[src/design/rhf_pkg.sv]
`timescale 1ns / 1ps

package rhf_pkg;

    localparam int RADIUS        = 3;
    localparam int WIN           = 2 * RADIUS + 1;
    localparam int COLOR_BITS    = 16;
    localparam int MASK_BITS     = 8;
    localparam int LANES         = 3;
    localparam int WT_BITS       = 17;
    localparam int TOTAL_BITS    = 22;
    localparam int SUM_BITS      = TOTAL_BITS + COLOR_BITS;
    localparam int HEIGHT_BITS   = 14;
    localparam int OUT_ROW_BITS  = 13;
    localparam int MAX_HEIGHT    = 8192;
    localparam int IMAGE_RESET   = 2048;
    localparam int CFG_W_BITS    = 12;
    localparam int CFG_DATA_BITS = 14;
    localparam int D2_COUNT      = 2 * RADIUS * RADIUS + 1;

    localparam logic [MASK_BITS-1:0] MASK_SOLID = 8'hFF;

    typedef logic [0:0] cfg_index_t;
    localparam cfg_index_t REG_IMAGE_WIDTH  = 1'b0;
    localparam cfg_index_t REG_IMAGE_HEIGHT = 1'b1;

    typedef logic [2:0] tap_t;
    typedef logic [WT_BITS-1:0] weight_t;
    typedef logic [COLOR_BITS-1:0] color_t;

    // round(65536 / distance) by squared distance; the center tap is never summed
    localparam weight_t WEIGHT_TAB [D2_COUNT] = '{
        17'd0,     17'd65536, 17'd46341, 17'd0,     17'd32768, 17'd29309, 17'd0,
        17'd0,     17'd23170, 17'd21845, 17'd20724, 17'd0,     17'd0,     17'd18176,
        17'd0,     17'd0,     17'd0,     17'd0,     17'd15447
    };

    typedef struct packed {
        logic [COLOR_BITS-1:0] red_in;
        logic [COLOR_BITS-1:0] green_in;
        logic [COLOR_BITS-1:0] blue_in;
        logic [MASK_BITS-1:0]  mask_in;
        logic                  flush;
    } pix_t;

    typedef struct packed {
        logic [COLOR_BITS-1:0] red_out;
        logic [COLOR_BITS-1:0] green_out;
        logic [COLOR_BITS-1:0] blue_out;
        logic [MASK_BITS-1:0]  mask_out;
        logic                  was_filled;
        logic                  frame_last;
    } res_t;

    typedef struct packed {
        logic [MASK_BITS-1:0]     mask;
        color_t [LANES-1:0]       color;
    } cell_t;

    typedef struct packed {
        logic acc_clear;
        logic mul_en;
        logic div_load;
        logic div_step;
    } lane_ctrl_t;

    typedef struct packed {
        logic load;
        logic fill;
        logic last;
    } merge_ctrl_t;

    typedef enum logic [2:0] {
        ST_IDLE,
        ST_SWEEP,
        ST_TAIL,
        ST_LOAD,
        ST_DIV,
        ST_EMIT
    } state_t;

    function automatic weight_t tap_weight(tap_t dx, tap_t dy);
        logic [1:0] ax;
        logic [1:0] ay;
        logic [4:0] d2;
        ax = (dx > tap_t'(RADIUS)) ? 2'(dx - tap_t'(RADIUS)) : 2'(tap_t'(RADIUS) - dx);
        ay = (dy > tap_t'(RADIUS)) ? 2'(dy - tap_t'(RADIUS)) : 2'(tap_t'(RADIUS) - dy);
        d2 = 5'(ax) * 5'(ax) + 5'(ay) * 5'(ay);
        return WEIGHT_TAB[d2];
    endfunction

endpackage

[src/design/rhf_lane.sv]
`timescale 1ns / 1ps

module rhf_lane (
    input  logic                             clk,
    input  logic                             rst_n,
    input  rhf_pkg::lane_ctrl_t              ctrl,
    input  rhf_pkg::color_t                  color,
    input  rhf_pkg::weight_t                 weight,
    input  logic [rhf_pkg::TOTAL_BITS-1:0]   total,
    output rhf_pkg::color_t                  quotient
);
    import rhf_pkg::*;

    localparam int PROD_BITS = COLOR_BITS + WT_BITS;

    logic [PROD_BITS-1:0]  prod_reg;
    logic                  prod_vld_reg;
    logic [SUM_BITS-1:0]   sum_reg;
    logic [TOTAL_BITS-1:0] rem_reg;
    color_t                low_reg;
    color_t                quo_reg;
    logic [SUM_BITS-1:0]   dividend;
    logic [TOTAL_BITS:0]   trial;
    logic                  take;

    // rounding half up: add half the weight total before dividing
    assign dividend = sum_reg + SUM_BITS'(total >> 1);
    assign trial    = {rem_reg, low_reg[COLOR_BITS-1]};
    assign take     = (trial >= {1'b0, total});

    always_ff @(posedge clk or negedge rst_n)
    begin
        if (!rst_n)
        begin
            prod_vld_reg <= 1'b0;
        end
        else
        begin
            prod_vld_reg <= ctrl.mul_en;
        end
    end

    always_ff @(posedge clk)
    begin
        prod_reg <= PROD_BITS'(color) * PROD_BITS'(weight);
        if (ctrl.acc_clear)
        begin
            sum_reg <= '0;
        end
        else if (prod_vld_reg)
        begin
            sum_reg <= sum_reg + SUM_BITS'(prod_reg);
        end
        if (ctrl.div_load)
        begin
            rem_reg <= dividend[SUM_BITS-1 -: TOTAL_BITS];
            low_reg <= dividend[COLOR_BITS-1:0];
            quo_reg <= '0;
        end
        else if (ctrl.div_step)
        begin
            rem_reg <= take ? TOTAL_BITS'(trial - {1'b0, total}) : trial[TOTAL_BITS-1:0];
            low_reg <= {low_reg[COLOR_BITS-2:0], 1'b0};
            quo_reg <= {quo_reg[COLOR_BITS-2:0], take};
        end
    end

    assign quotient = quo_reg;

endmodule

[config.mk]
export PLATFORM = sky130hd
export DESIGN_NAME = rhf_lane
export DESIGN_NICKNAME = d
export VERILOG_FILES = /design/src/design/rhf_pkg.sv /design/src/design/rhf_lane.sv
export SDC_FILE = /design/constraint.sdc
export NUM_CORES = 1
export LEC_CHECK = 0
export BUFFER_PORTS_ARGS = -buffer_cell sky130_fd_sc_hd__buf_2
export CORE_ASPECT_RATIO = 1.2
export CORE_MARGIN = 3
export CORE_UTILIZATION = 60
export CTS_BUF_LIST = sky130_fd_sc_hd__clkbuf_2 sky130_fd_sc_hd__clkbuf_4 sky130_fd_sc_hd__clkbuf_8
export CTS_CLUSTER_SIZE = 24
export DETAILED_ROUTE_END_ITERATION = 7
export HOLD_SLACK_MARGIN = 0.12
export PLACE_DENSITY = 0.78
export SETUP_SLACK_MARGIN = 0.02
export SLEW_MARGIN = 15
export SYNTH_ARGS = -nofsm -noshare
export SYNTH_HDL_FRONTEND = slang
export SYNTH_SLANG_ARGS = --single-unit
[constraint.sdc]
create_clock -name clk -period 3.76 [get_ports clk]
set_input_delay 0.188 -clock clk [delete_from_list [all_inputs] [get_ports clk]]
set_output_delay 0.188 -clock clk [all_outputs]
set_load 0.1 [all_outputs]
==> impl_metrics.yaml <==
yosys:
  synth.cells.most_frequent: "inv_1, fa_1, nand2_1, ha_1, and2_1"
  synth_fa_ha_area_frac: 0.372
  ys_types: 79
  synth_top_family_by_area: "adder cells"
  synth-simple-area-share: 0.162
  syn_area_per_cell_um2: 8.93
  netlist_area_mm2: 0.0175
  synth_area_leaders: "fa_1, ha_1, dfxtp_1"
  synth-seq-area-share: 0.167
  synth_seq_cells: 126
  synth_top_area_share: 0.242
  syn_inst: 1955
  synthFlopType: "dfxtp_1"
  synth-xor-area-share: 0.0441
  synth_compound_area_frac: 0.135
  synth.largest_area_cell: "fa_1"
  async_flop_share: 0.00794
  synth_enable_flop_cells: 38
  yosysMostFrequentCell: "inv_1"
  syn-num-nets: 2408
  synthMuxAreaShare: 0.0441
  ys_warn_count: 0
setup_path:
  r2r-start: "sum_reg[0]"
  worst-path-buf-inv: 7
  critical_path.most_common_cell: "fa_1"
  r2r_slack_ns: 0.20
  cp_max_fo: 6
  slowest_delay_ns: 0.54
  critPathKind: "primary input to flip-flop"
  path_cells: "buf_12 -> buf_8 -> nand2_2 -> fa_1 -> inv_1 -> fa_1 -> inv_1 -> fa_1 -> inv_2 -> fa_2 -> fa_1 -> inv_1 -> fa_1 -> inv_2 -> ha_4 -> nand2_4 -> or3_4 -> o32a_1 -> o21ai_2 -> o21a_1 -> o211ai_1 -> a21boi_1 -> nor4_1 -> a311o_1"
  endpoint_kind: "flip-flop"
  critPathTopFamily: "adder cells"
  arrival_ns: 5.53
  r2r_cells: 12
  r2r-end: "rem_reg[18]"
  required_ns: 4.09
  start_kind: "primary input"
  cpMaxStageDelayCell: "fa_1"
detailed_routing:
  via_per_inst: 5.69
  first_iter_violations: 936
  wire_per_inst_um: 16.9
  vias: 14527
  drcViolationCount: 0
  drt-pass1-iter-count: 5
  drt-total-wl_um: 43200
  antenna_left: 0
cells_and_area:
  nNetsFinal: 2614
  largest_register_ffs: 38
  syn_to_final_growth_pct: 19.6
  final_layout_size_suffix_gt1_frac: 0.216
  num_antenna_cells: 0
global_route:
  grt_usage: 0.275
  antenna_found_initial: 0
  grt_pass1_vias: 15054
  overflow: 0
  grt_start_max_net_pins: 52
  grt_first_pass_wirelength_um: 70300
sta:
  grt_setup_unrepaired: "yes"
  fin_crit_sh: 1.38
  finalHoldViolCount: 0
  fmax_mhz: 192
  worstMarginPinSlew_ns: 0.886
  finalSetupTns_ns: -25.22
  fin_crit_ns: 5.20
  skew_ns: 0.00811
  fin_ws_ns: -1.44
  slew_headroom: 0.409
  setup_violations: 26
  drv_slew: 0
place:
  hpwl_um: 34300
  dp_worst_setup_slack_ns: -2.05
  gp_congestion: 0.975
  port_buffers: 76
cts:
  cts_tree: "yes"
  clock_path_buffers: 2
  path_clk_slew_ns: 0.07
  clk_latency_ns: 0.44
  cts-root-buf: "clkbuf_8"
  cts_inserted_buffers: 17
  clock_sinks: 126
  htreeDepth: 4
die:
  core_mm2: 0.0283
  chipWidth_um: 162
  ioPinCount: 77
  rows: 67
  fp.dieH_um: 193
  die-area_mm2: 0.0312
  start_util: 0.616
min_path:
  hold_path_end: "low_reg[0]"
  hp-class: "primary input to flip-flop"
  min-delay-start: "total[1]"
  worstHoldPathCells: 3
outcome:
  violations: "negative setup slack"
  status: "finished, violations left"
job:
  drv_cap: 0
[layout by cell type, fill, tap and decap left out, types with 60 or more instances in the layout]
master     n
and2_1   107
mux2i_1   60
fa_1     196
ha_1     159
inv_1    253
nand2_1  188
dfxtp_1   87
a21oi_1   69
buf_4    135
nor2_1    96
[logic make-up after synthesis]
kind of cell	count (synthesis)
xor+xnor	88
fa+ha+maj	392
compound gates	349
buf+inv	353
flops	126
mux	75
simple gates	572
[layout make-up]
type                    count  area, um2
fillers                  2095       7450
inverters                 284       1070
flip-flops and latches    126       2910
repair buffers            256       2140
clock buffers              20        256
well taps                 379        474
clock inverters            12        144
multi-input cells        1476      13900
[worst max path at each step]
stage | cells after the start | startpoint | end
floorplan | 23 | weight[4] | prod_reg[30]
global placement | 22 | weight[9] | prod_reg[26]
detailed placement | 22 | color[6] | prod_reg[26]
CTS | 23 | color[6] | prod_reg[26]
global route | 24 | weight[7] | prod_reg[26]
finish | 24 | weight[7] | prod_reg[26]
[stage by stage]
stage	util	hold WS (ns)	instance area, um2	cells
2_1_floorplan	-	-0.108	17900	1955
3_3_place_gp	0.685	-0.0371	19400	2491
3_5_place_dp	0.685	-0.0348	19400	2491
4_1_cts	0.722	0.242	20500	2540
5_1_grt	0.737	0.270	20900	2553
6_report	0.737	0.255	20900	2553
[per-layer routing]
layer | global-route usage | vias to the layer above | wire [um]
met5 | 0 | - | 0
met1 | 0.323 | 7075 | 17300
met4 | 0.104 | 0 | 1500
met2 | 0.517 | 424 | 22800
li1 | - | 6917 | -
met3 | 0.0288 | 111 | 1650
[worst min-delay path, cell delays in order]
cell and delay [ns]:
buf_2 0.15, ha_1 0.14, and2_1 0.11
[timing repair]
item / 4_1_cts / 5_1_grt
resized for setup: 140 / 93
hold buffers: 3 / 0
setup buffers: 17 / 17
gates cloned: 1 / 0
hold endpoints to repair: 2 / 0
pin swaps: 90 / 52
endpoints found under the setup margin: 25 / 26
Power is left out: the tool's default activity adds up to more than one toggle a clock period on the data nets, which glitch-free logic cannot reach.
