`config.mk`:
```
export PLATFORM = sky130hd
export DESIGN_NAME = rhf_merge
export DESIGN_NICKNAME = d
export VERILOG_FILES = /design/src/design/rhf_pkg.sv /design/src/design/rhf_merge.sv
export SDC_FILE = /design/constraint.sdc
export NUM_CORES = 1
export LEC_CHECK = 0
export ABC_CLOCK_PERIOD_IN_PS = 1200
export BUFFER_PORTS_ARGS = -buffer_cell sky130_fd_sc_hd__buf_2
export CAP_MARGIN = 15
export CORE_MARGIN = 8
export CORE_UTILIZATION = 38
export DETAILED_ROUTE_END_ITERATION = 10
export HOLD_SLACK_MARGIN = 0.15
export PLACE_DENSITY = 0.9
export SLEW_MARGIN = 30
export SYNTH_ARGS = -nofsm -noshare
export SYNTH_HDL_FRONTEND = slang
export SYNTH_SLANG_ARGS = --single-unit
```
`constraint.sdc`:
```
create_clock -name clk -period 1.2 [get_ports clk]
set_input_delay 0.24 -clock clk [delete_from_list [all_inputs] [get_ports clk]]
set_output_delay 0.24 -clock clk [all_outputs]
set_load 0.05 [all_outputs]
```
`src/design/rhf_pkg.sv`:
```
`timescale 1ns / 1ps

package rhf_pkg;

    localparam int RADIUS        = 3;
    localparam int WIN           = 2 * RADIUS + 1;
    localparam int COLOR_BITS    = 16;
    localparam int MASK_BITS     = 8;
    localparam int LANES         = 3;
    localparam int WT_BITS       = 17;
    localparam int TOTAL_BITS    = 22;
    localparam int SUM_BITS      = TOTAL_BITS + COLOR_BITS;
    localparam int HEIGHT_BITS   = 14;
    localparam int OUT_ROW_BITS  = 13;
    localparam int MAX_HEIGHT    = 8192;
    localparam int IMAGE_RESET   = 2048;
    localparam int CFG_W_BITS    = 12;
    localparam int CFG_DATA_BITS = 14;
    localparam int D2_COUNT      = 2 * RADIUS * RADIUS + 1;

    localparam logic [MASK_BITS-1:0] MASK_SOLID = 8'hFF;

    typedef logic [0:0] cfg_index_t;
    localparam cfg_index_t REG_IMAGE_WIDTH  = 1'b0;
    localparam cfg_index_t REG_IMAGE_HEIGHT = 1'b1;

    typedef logic [2:0] tap_t;
    typedef logic [WT_BITS-1:0] weight_t;
    typedef logic [COLOR_BITS-1:0] color_t;

    // round(65536 / distance) by squared distance; the center tap is never summed
    localparam weight_t WEIGHT_TAB [D2_COUNT] = '{
        17'd0,     17'd65536, 17'd46341, 17'd0,     17'd32768, 17'd29309, 17'd0,
        17'd0,     17'd23170, 17'd21845, 17'd20724, 17'd0,     17'd0,     17'd18176,
        17'd0,     17'd0,     17'd0,     17'd0,     17'd15447
    };

    typedef struct packed {
        logic [COLOR_BITS-1:0] red_in;
        logic [COLOR_BITS-1:0] green_in;
        logic [COLOR_BITS-1:0] blue_in;
        logic [MASK_BITS-1:0]  mask_in;
        logic                  flush;
    } pix_t;

    typedef struct packed {
        logic [COLOR_BITS-1:0] red_out;
        logic [COLOR_BITS-1:0] green_out;
        logic [COLOR_BITS-1:0] blue_out;
        logic [MASK_BITS-1:0]  mask_out;
        logic                  was_filled;
        logic                  frame_last;
    } res_t;

    typedef struct packed {
        logic [MASK_BITS-1:0]     mask;
        color_t [LANES-1:0]       color;
    } cell_t;

    typedef struct packed {
        logic acc_clear;
        logic mul_en;
        logic div_load;
        logic div_step;
    } lane_ctrl_t;

    typedef struct packed {
        logic load;
        logic fill;
        logic last;
    } merge_ctrl_t;

    typedef enum logic [2:0] {
        ST_IDLE,
        ST_SWEEP,
        ST_TAIL,
        ST_LOAD,
        ST_DIV,
        ST_EMIT
    } state_t;

    function automatic weight_t tap_weight(tap_t dx, tap_t dy);
        logic [1:0] ax;
        logic [1:0] ay;
        logic [4:0] d2;
        ax = (dx > tap_t'(RADIUS)) ? 2'(dx - tap_t'(RADIUS)) : 2'(tap_t'(RADIUS) - dx);
        ay = (dy > tap_t'(RADIUS)) ? 2'(dy - tap_t'(RADIUS)) : 2'(tap_t'(RADIUS) - dy);
        d2 = 5'(ax) * 5'(ax) + 5'(ay) * 5'(ay);
        return WEIGHT_TAB[d2];
    endfunction

endpackage

```
`src/design/rhf_merge.sv`:
```
`timescale 1ns / 1ps

module rhf_merge (
    input  logic                                        clk,
    input  logic                                        rst_n,
    input  rhf_pkg::merge_ctrl_t                        ctrl,
    input  rhf_pkg::cell_t                              cur,
    input  rhf_pkg::color_t [rhf_pkg::LANES-1:0]        quotient,
    input  logic                                        res_stall,
    output logic                                        res_valid,
    output rhf_pkg::res_t                               res,
    output logic                                        free,
    output rhf_pkg::cell_t                              merged
);
    import rhf_pkg::*;

    logic res_valid_reg;
    logic res_valid_next;
    res_t res_reg;

    always_comb
    begin
        merged = cur;
        if (ctrl.fill)
        begin
            merged.mask  = MASK_SOLID;
            merged.color = quotient;
        end
    end

    assign free = !res_valid_reg || !res_stall;

    always_comb
    begin
        res_valid_next = res_valid_reg;
        if (ctrl.load)
        begin
            res_valid_next = 1'b1;
        end
        else if (!res_stall)
        begin
            res_valid_next = 1'b0;
        end
    end

    always_ff @(posedge clk or negedge rst_n)
    begin
        if (!rst_n)
        begin
            res_valid_reg <= 1'b0;
        end
        else
        begin
            res_valid_reg <= res_valid_next;
        end
    end

    always_ff @(posedge clk)
    begin
        if (ctrl.load)
        begin
            res_reg <= '{red_out:    merged.color[0],
                         green_out:  merged.color[1],
                         blue_out:   merged.color[2],
                         mask_out:   merged.mask,
                         was_filled: ctrl.fill,
                         frame_last: ctrl.last};
        end
    end

    assign res_valid = res_valid_reg;
    assign res       = res_reg;

endmodule

```
==> out/qor.yml, run 1 <==
power_and_ir_drop:
  switching_power_mw: 2.426
  p_int_mw: 4.590
  p_total_mw: 7.016
  powerDensity_nw_per_um2: 1410
  p_leak_nw: 2.414
  combinationalPowerShare_pct: 36.7
  power.share.sequential_pct: 36.0
  vdd.ir_drop.worst_mv: 0.7745
  pwr-share-clk_pct: 27.4
  p_sw_share_pct: 34.58
worst_setup_path:
  rr_endpoint: "res_valid"
  critical_path.endpoint_type: "primary output"
  data_arrival_critical_path_ns: 1.02
  setup.worst_path.class: "primary input to primary output"
  r2r_setup_slack_ns: 0.51
  critPathRequiredTime_ns: 0.96
  worstReg2RegStart: "res_valid"
  timing.reg2reg.worst_path_depth: 1
  path_max_fanout: 6
  worst_setup_path_startpoint: "ctrl[1]"
  critical_path.startpoint_type: "primary input"
logic_synthesis:
  post_synth_fa_ha_maj_area_fraction_pct: 0
  share_of_the_synthesized_area_in_the_top_cell_type_pct: 66.60
  distinct_cell_type_count_of_the_synthesized_netlist: 10
  ys.warnings.count: 0
  synth_simple_gate_area_share_pct: 2.057
  yosys.area.top_type: "sky130_fd_sc_hd__edfxtp_1"
  synth.area.top_cells: "sky130_fd_sc_hd__edfxtp_1 (67%), sky130_fd_sc_hd__mux2_4 (23%), sky130_fd_sc_hd__mux2_2 (3.4%), sky130_fd_sc_hd__buf_12 (3.1%), sky130_fd_sc_hd__or2_2 (1.9%)"
  synthesis.area_um2: 2615
  seq_area_frac_synth_pct: 67.56
  synth-xor-area-share_pct: 0
  largest_family_of_logic_cells_by_synthesized_area: "multiplexers"
  synthesis.nets: 233
  synth_compound_area_share_pct: 0.2871
  ys_seq_elements: 59
  mean_syn_cell_area_um2: 21.26
  cells_after_synth: 123
  post_synth_mux_area_share_pct: 26.41
global_route:
  first_global_vias: 2573
  grt.total_usage_pct: 19.23
  grt_pass1_wl_mm: 14.16
  antenna_found_initial: 0
  largest_net_degree_at_the_start_of_global_routing: 36
  total_grt_overflow: 0
final_layout:
  n_fill_cell: 403
  finish.net_count: 495
  post_route_cell_area_um2: 4976
  layout.area.seq_um2: 1767
  syn_to_final_growth_pct: 90.29
  mostFrequentLayoutCells: "sky130_fd_sc_hd__buf_2 (147), sky130_fd_sc_hd__edfxtp_1 (58), sky130_fd_sc_hd__mux2_4 (48)"
  largest_register_ffs: 58
  multi_input_area_um2: 804.5
  layout_cell_share_with_drive_strength_beyond_1_pct: 83.59
  antenna_cells_inserted: 0
  layout_commonest_cell: "sky130_fd_sc_hd__buf_2"
  postLayoutCoreUtil_pct: 74.06
sta:
  achievable-frequency_ghz: 0.7963
  max-slew-margin-rel_pct: 82.42
  layout_min_cycle_time_ns: 1.256
  rsz0062_at_grt: "true"
  finalClockSkew_ns: 0
  max_slew.worst_pin.slew_ns: 0.2655
  final-max-slew-violation-count: 0
  setup_ws_ns: -0.05578
  setup_viol: 49
  timing_hold_violations_final: 0
  min_period_over_period_pct: 104.6
floorplanning:
  die_width_um: 98.96
  fp.coreArea_um2: 6719
  rows: 30
  die_area_um2: 9792
  initial_core_util_pct: 38.92
  top_level_ports: 226
  floorplan.die.height_um: 98.96
run:
  cap_violations: 0
detailed_routing:
  detailedRoute.firstIterationViolations: 32
  drc: 0
  wl_mm: 9.915
  drtAntennaViolNets: 0
  route.vias.total: 2205
  drtPass1Iterations: 4
  vias_per_cell: 4.691
  detail_route.wl_per_cell_um: 21.10
min_path:
  worstHoldPathType: "primary input to flop"
  worstHoldStart: "cur[54]"
  hold_end: "res[8]"
  hold_depth: 2
placed_design:
  post-place-ws_ns: -0.2496
  port-buffer-count: 225
  dp.final_hpwl_mm: 6.922
  globalplace.congestion: 0.7755
  place_area_um2: 3872
clock_tree:
  clock_latency_ns: 0.33
  tritoncts: "done"
  clkSlewWorstSetupHoldPaths_ns: 0.07
  numCtsBuffers: 9
  htree_levels: 3
  clockBufferDepth: 2
  cts.sinks: 59
  clock-root-buffer: "sky130_fd_sc_hd__clkbuf_8"
run_status:
  violations: "negative setup slack"
  status: "finished, violations left"
==> layer usage <==
| layer | GRT usage [%] | share of wire [%] | wire length (um) |
|---|---|---|---|
| met2 | 35.97 | 54 | 5399 |
| met4 | 7.792 | 1.9 | 189 |
| met3 | 8.598 | 11 | 1062 |
| met5 | 0 | 0 | 0 |
| met1 | 17.56 | 33 | 3265 |
==> power by group through the flow <==
stage               logic [mW]  clock network, mW  registers [mW]
finish                    2.57               1.92            2.52
global route              2.65               2.05            2.54
CTS                       2.49               1.96            2.52
detailed placement        2.09                  0            2.56
global placement          2.06                  0            2.56
floorplan                0.852                  0            3.22
==> synthesized netlist by cell type (all sizes together) <==
cell,n
buf,5
a21o,1
dfrtp,1
nand2,1
or2,8
mux2,48
clkbuf,1
edfxtp,58
==> layout make-up <==
cell class                 instances  area share, %
clock inverter                     6          1.609
sequential                        59          35.50
timing repair buffer             257          42.14
tap                               80          2.012
multi-input combinational         58          16.17
clock buffer                      10          2.565
==> per-stage QoR <==
step           hold WS, ns  setup TNS [ns]  std cells
2_1_floorplan     -0.05559               0        123
3_3_place_gp       0.01453          -10.31        432
3_5_place_dp       0.01576          -11.36        432
4_1_cts             0.1802          -3.073        462
5_1_grt             0.1982          -2.139        470
6_report            0.2032          -1.481        470
==> worst max-delay path by stage <==
stage            endpoint  slack, ns  cells after the start
2_1_floorplan     res[10]       0.01                      3
3_3_place_gp    merged[5]      -0.22                      4
3_5_place_dp    merged[2]      -0.25                      4
4_1_cts        merged[12]      -0.08                      4
5_1_grt        merged[24]      -0.07                      4
6_report       merged[24]      -0.06                      4
==> logic make-up (layout without fill, tap and decap cells) <==
| family | Yosys count | after routing |
|---|---|---|
| compound gates | 1 | 1 |
| mux | 48 | 48 |
| buf+inv | 6 | 273 |
| flops | 59 | 59 |
| simple gates | 9 | 9 |
==> timing repair <==
action                                 CTS  global route
gates resized for setup                167            37
endpoints found under the hold margin    3             0
setup endpoints to repair               59            75
buffers inserted                         6             6
hold buffers                             3             0
gates cloned                             5             2
pin swaps                                0             2
==> worst max-delay path, cell delays in order <==
cell	delay, ns
sky130_fd_sc_hd__clkbuf_16	0.15
sky130_fd_sc_hd__buf_16	0.14
sky130_fd_sc_hd__mux2_4	0.32
sky130_fd_sc_hd__buf_8	0.16
(Power assumes the default switching activity.)
==> run 2: changes to the inputs <==
- PLACE_DENSITY: 0.9 -> 0.91
==> run 2 against run 1 <==
The flow still finishes with violations (negative setup slack); largest cell class unchanged; global-route usage grew 1.0 points; highest routed layer unchanged; die area stayed put; sequential power about the same.
==> out/qor.yml, run 2 (synthesis results as in run 1) <==
final_layout:
  post_route_cell_area_um2: 5057
  n_fill_cell: 412
  layout.area.seq_um2: 1767
  largest_register_ffs: 58
  layout_commonest_cell: "sky130_fd_sc_hd__buf_2"
  mostFrequentLayoutCells: "sky130_fd_sc_hd__buf_2 (146), sky130_fd_sc_hd__edfxtp_1 (58), sky130_fd_sc_hd__mux2_4 (48)"
  layoutNonFillerInstCount: 480
  syn_to_final_growth_pct: 93.40
  layout_cell_share_with_drive_strength_beyond_1_pct: 83.50
  antenna_cells_inserted: 0
  finish.net_count: 505
  multi_input_area_um2: 804.5
sta:
  achievable-frequency_ghz: 0.8027
  max-slew-margin-rel_pct: 81.55
  finalClockSkew_ns: 0
  rsz0062_at_grt: "true"
  layout_min_cycle_time_ns: 1.246
  min_period_over_period_pct: 103.8
  max_slew.worst_pin.slew_ns: 0.2787
  timing_hold_violations_final: 0
  setup_viol: 50
  setup_ws_ns: -0.04577
  final-max-slew-violation-count: 0
placed_design:
  port-buffer-count: 225
  number_of_placed_instances_with_taps_included: 433
  place_area_um2: 3880
  globalplace.congestion: 0.7553
  post-place-ws_ns: -0.2578
  dp.final_hpwl_mm: 6.910
clock_tree:
  numCtsBuffers: 9
  tritoncts: "done"
  htree_levels: 3
  clock_latency_ns: 0.32
  cts.sinks: 59
  clock-root-buffer: "sky130_fd_sc_hd__clkbuf_8"
  clockBufferDepth: 2
  clkSlewWorstSetupHoldPaths_ns: 0.07
detailed_routing:
  wl_mm: 10.51
  route.vias.total: 2282
  drc: 0
  drtPass1Iterations: 4
  detail_route.wl_per_cell_um: 21.90
  detailedRoute.firstIterationViolations: 55
  drtAntennaViolNets: 0
  vias_per_cell: 4.754
global_route:
  grt_pass1_wl_mm: 15.05
  grt_use_met2_pct: 38.88
  largest_net_degree_at_the_start_of_global_routing: 34
  grt.total_usage_pct: 20.23
  top_usage_layer: "met2"
  antenna_found_initial: 0
  first_global_vias: 2671
  total_grt_overflow: 0
  use_met3_pct: 6.765
  grt.met1_usage_pct: 18.74
min_path:
  worstHoldStart: "cur[50]"
  worstHoldPathType: "primary input to flop"
power_and_ir_drop:
  p_leak_nw: 2.449
  combinationalPowerShare_pct: 39.8
  switching_power_mw: 2.452
  powerDensity_nw_per_um2: 1320
  p_int_mw: 4.223
  vdd.ir_drop.worst_mv: 0.9894
  power.share.sequential_pct: 38.0
  p_sw_share_pct: 36.73
  pwr-share-clk_pct: 22.2
run:
  cap_violations: 0
worst_setup_path:
  critical-path-slowest-cell: "sky130_fd_sc_hd__mux2_4"
  setup.worst_path.class: "primary input to primary output"
  endpoint: "merged[14]"
  timing.reg2reg.worst_path_depth: 1
  slowest_delay_ns: 0.32
  critical_path.endpoint_type: "primary output"
  worstReg2RegStart: "res_valid"
  r2r_setup_slack_ns: 0.49
  rr_endpoint: "res_valid"
  cp_cell_sequence: "buf_16, buf_12, mux2_4, buf_6"
  path_max_fanout: 7
  critical_path.startpoint_type: "primary input"
  worst_setup_path_startpoint: "ctrl[1]"
  critPathRequiredTime_ns: 0.96
  data_arrival_critical_path_ns: 1.01
floorplanning:
  fp.coreArea_um2: 6719
  floorplan.die.height_um: 98.96
  initial_core_util_pct: 38.92
  die_width_um: 98.96
  die_area_um2: 9792
  rows: 30
  top_level_ports: 226
run_status:
  violations: "negative setup slack"
  status: "finished, violations left"
-- run 2: changes by cell type in the layout (fill, tap and decap cells not counted), sizes merged --
| cell | delta |
|---|---|
| clkinvlp | +2 |
| bufinv | -2 |
| buf | +13 |
| clkbuf | -3 |
-- run 2: layout make-up --
class / count / share of cell area, %
Timing Repair Buffer: 267 / 44.01
Clock inverter: 6 / 0.6432
Tap cell: 80 / 1.979
Clock buffer: 10 / 2.523
Multi-Input combinational cell: 58 / 15.91
Sequential cell: 59 / 34.93
-- run 2: power groups by stage --
stage | registers, mW | logic (mW) | clock network (mW)
6_report | 2.53 | 2.66 | 1.48
5_1_grt | 2.55 | 2.74 | 1.62
4_1_cts | 2.53 | 2.58 | 1.51
3_5_place_dp | 2.57 | 2.09 | 0
3_3_place_gp | 2.55 | 2.06 | 0
2_1_floorplan | 3.22 | 0.852 | 0
-- run 2: how the worst min path moves through the flow --
stage	end	cells past startpoint	slack, ns
2_1_floorplan	res_valid	0	-0.06
3_3_place_gp	res_valid	1	0.02
3_5_place_dp	res_valid	1	0.02
4_1_cts	res_valid	2	0.19
5_1_grt	res[4]	2	0.20
6_report	res[4]	2	0.22
-- run 2: metal layers --
metal | part of all wire, % | vias to the layer above
li1 | - | 1024
met4 | 2.0 | 0
met3 | 7.9 | 12
met1 | 32 | 1119
met2 | 58 | 127
met5 | 0 | -
-- run 2: repair_timing --
| item | CTS | global route |
|---|---|---|
| setup buffers | 17 | 4 |
| hold buffers | 3 | 0 |
| setup endpoints to repair | 60 | 69 |
| endpoints found under the hold margin | 3 | 0 |
| gates cloned | 7 | 0 |
| pin swaps | 2 | 0 |
| gates resized for setup | 180 | 40 |
-- run 2: stage by stage --
stage          utilization (%)  setup TNS (ns)  hold WS [ns]  power, mW
6_report                 75.27          -1.347        0.2236      6.675
3_3_place_gp             57.75          -10.29       0.01528      4.615
5_1_grt                  75.27          -2.080        0.2041      6.903
3_5_place_dp             57.75          -12.00       0.01521      4.658
4_1_cts                  73.82          -1.364        0.1900      6.618
2_1_floorplan                -               0      -0.05559      4.074
-- run 2: critical path, delay by kind of cell --
family,cells,cell delay [ns]
buffers and inverters,3,0.44
muxes,1,0.32
==> run 3: changes to the inputs <==
- PLACE_DENSITY: 0.91 -> 0.81
==> run 3 against run 2 <==
The run still ends with negative setup slack left; final area grew 3.9%; worst hold slack lost 0.019 ns; count of clock-buffer cells in the layout unchanged; cell count increased by 2.5%; clock skew is the same; largest cell class unchanged; non-clock buffer count up 12; sequential cell count unchanged; global-route usage up 2.9 points; highest routed layer unchanged; fmax decreased by 2.7%; critical endpoint is now merged[34]; sequential share of layout area is 1.3 points lower; critical path type unchanged; routed wire length increased by 25%; total power increased by 6.3%.
==> out/qor.yml, run 3 (synthesis results as in run 1) <==
run_status:
  status: "finished, violations left"
  violations: "negative setup slack"
sta:
  max-slew-margin-rel_pct: 80.60
  timing_hold_violations_final: 0
  setup_ws_ns: -0.07992
  rsz0062_at_grt: "true"
  totalNegativeSetupSlack_ns: -2.668
  achievable-frequency_ghz: 0.7813
  final-max-slew-violation-count: 0
  layout_min_cycle_time_ns: 1.280
  finalClockSkew_ns: 0
  finalHoldWorstSlack_ns: 0.2051
  setup_viol: 54
  max_slew.worst_pin.slew_ns: 0.2930
  min_period_over_period_pct: 106.7
floorplanning:
  initial_core_util_pct: 38.92
  top_level_ports: 226
  die_area_um2: 9792
  die_width_um: 98.96
  fp.coreArea_um2: 6719
  floorplan.die.height_um: 98.96
  rows: 30
min_path:
  worstHoldPathType: "primary input to flop"
  hold_depth: 2
detailed_routing:
  vias_per_cell: 5.159
  detailedRoute.firstIterationViolations: 90
  drtAntennaViolNets: 0
  drc: 0
  drtPass1Iterations: 4
  detail_route.wl_per_cell_um: 26.66
  route.vias.total: 2538
  wl_mm: 13.12
run:
  cap_violations: 0
final_layout:
  mostFrequentLayoutCells: "sky130_fd_sc_hd__buf_2 (137), sky130_fd_sc_hd__edfxtp_1 (58), sky130_fd_sc_hd__buf_4 (57)"
  layout_cell_share_with_drive_strength_beyond_1_pct: 84.22
  finish.net_count: 517
  largest_register_ffs: 58
  syn_to_final_growth_pct: 100.9
  antenna_cells_inserted: 0
  layout_commonest_cell: "sky130_fd_sc_hd__buf_2"
global_route:
  largest_net_degree_at_the_start_of_global_routing: 31
  grt.total_usage_pct: 23.09
  first_global_vias: 2630
  total_grt_overflow: 0
  antenna_found_initial: 0
  grt_pass1_wl_mm: 16.77
clock_tree:
  tritoncts: "done"
  clockBufferDepth: 2
  clock-root-buffer: "sky130_fd_sc_hd__clkbuf_8"
  cts.sinks: 59
  htree_levels: 3
  numCtsBuffers: 9
  clock_latency_ns: 0.33
  clkSlewWorstSetupHoldPaths_ns: 0.07
placed_design:
  port-buffer-count: 225
  post-place-ws_ns: -0.2803
  dp.final_hpwl_mm: 7.520
  globalplace.congestion: 0.8353
worst_setup_path:
  critPathRequiredTime_ns: 0.96
  critical-path-slowest-cell: "sky130_fd_sc_hd__mux2_4"
  critical_path.startpoint_type: "primary input"
  critical_path.endpoint_type: "primary output"
  cp_cell_sequence: "clkbuf_16, buf_16, mux2_4, buf_6"
  slowest_delay_ns: 0.32
  path_max_fanout: 5
  timing.reg2reg.worst_path_depth: 1
  setup.worst_path.class: "primary input to primary output"
  data_arrival_critical_path_ns: 1.04
power_and_ir_drop:
  powerDensity_nw_per_um2: 1351
  vdd.ir_drop.worst_mv: 0.8930
  p_leak_nw: 2.556
-- run 3: changes by cell type in the layout (fill, tap and decap cells not counted), sizes merged --
cell,previous run,this run
buf,262,268
clkbuf,12,18
bufinv,0,1
clkinvlp,2,1
-- run 3: timing repair --
action	CTS	global route
hold endpoints to repair	3	0
gates cloned	6	4
resized for setup	171	64
endpoints found under the setup margin	63	81
buffers inserted	7	14
pin swaps	2	1
hold buffers	3	0
-- run 3: per-layer routing --
layer  GRT usage (%)  vias to the layer above  routed length [um]
li1                -                     1052                   -
met1           22.43                     1224                4305
met2           42.98                      218                7000
met3           8.809                       44                1336
met4           8.619                        0                 476
met5               0                        -                   0
-- run 3: critical path, delay by kind of cell --
kind / cells / cell delay (ns)
buffers and inverters: 3 / 0.48
muxes: 1 / 0.32
-- run 3: layout make-up --
cell class,instances,area [um2]
repair buffers,279,2399
fillers,376,1465
well taps,80,100.1
flip-flops and latches,59,1767
clock inverters,6,56.30
multi-input cells,58,804.5
clock buffers,10,127.6
-- run 3: path summary, 6_finish.rpt --
check | start | to | slack, ns
max | ctrl[1] | merged[34] | -0.08
min | cur[51] | res[5] | 0.21
max reg2reg | res_valid | res_valid | 0.50
min reg2reg | res_valid | res_valid | 0.57
max in group asynchronous | rst_n | res_valid | 0.89
min in group asynchronous | rst_n | res_valid | 0.22
-- run 3: stage by stage --
step / std cells / cell area [um2] / power (mW) / util [%]
6_report: 492 / 5254 / 7.096 / 78.19
2_1_floorplan: 123 / 2621 / 4.074 / -
3_5_place_dp: 442 / 3948 / 4.709 / 58.75
4_1_cts: 474 / 4913 / 6.835 / 73.13
3_3_place_gp: 442 / 3948 / 4.675 / 58.75
5_1_grt: 492 / 5254 / 7.305 / 78.19
-- run 3: power breakdown --
part / internal (mW) / leakage, nW / switching (mW)
clock: 0.942 / 0.0935 / 0.806
sequential: 2.48 / 0.580 / 0.0640
combinational: 1.09 / 1.88 / 1.72
total: 4.51 / 2.56 / 2.59
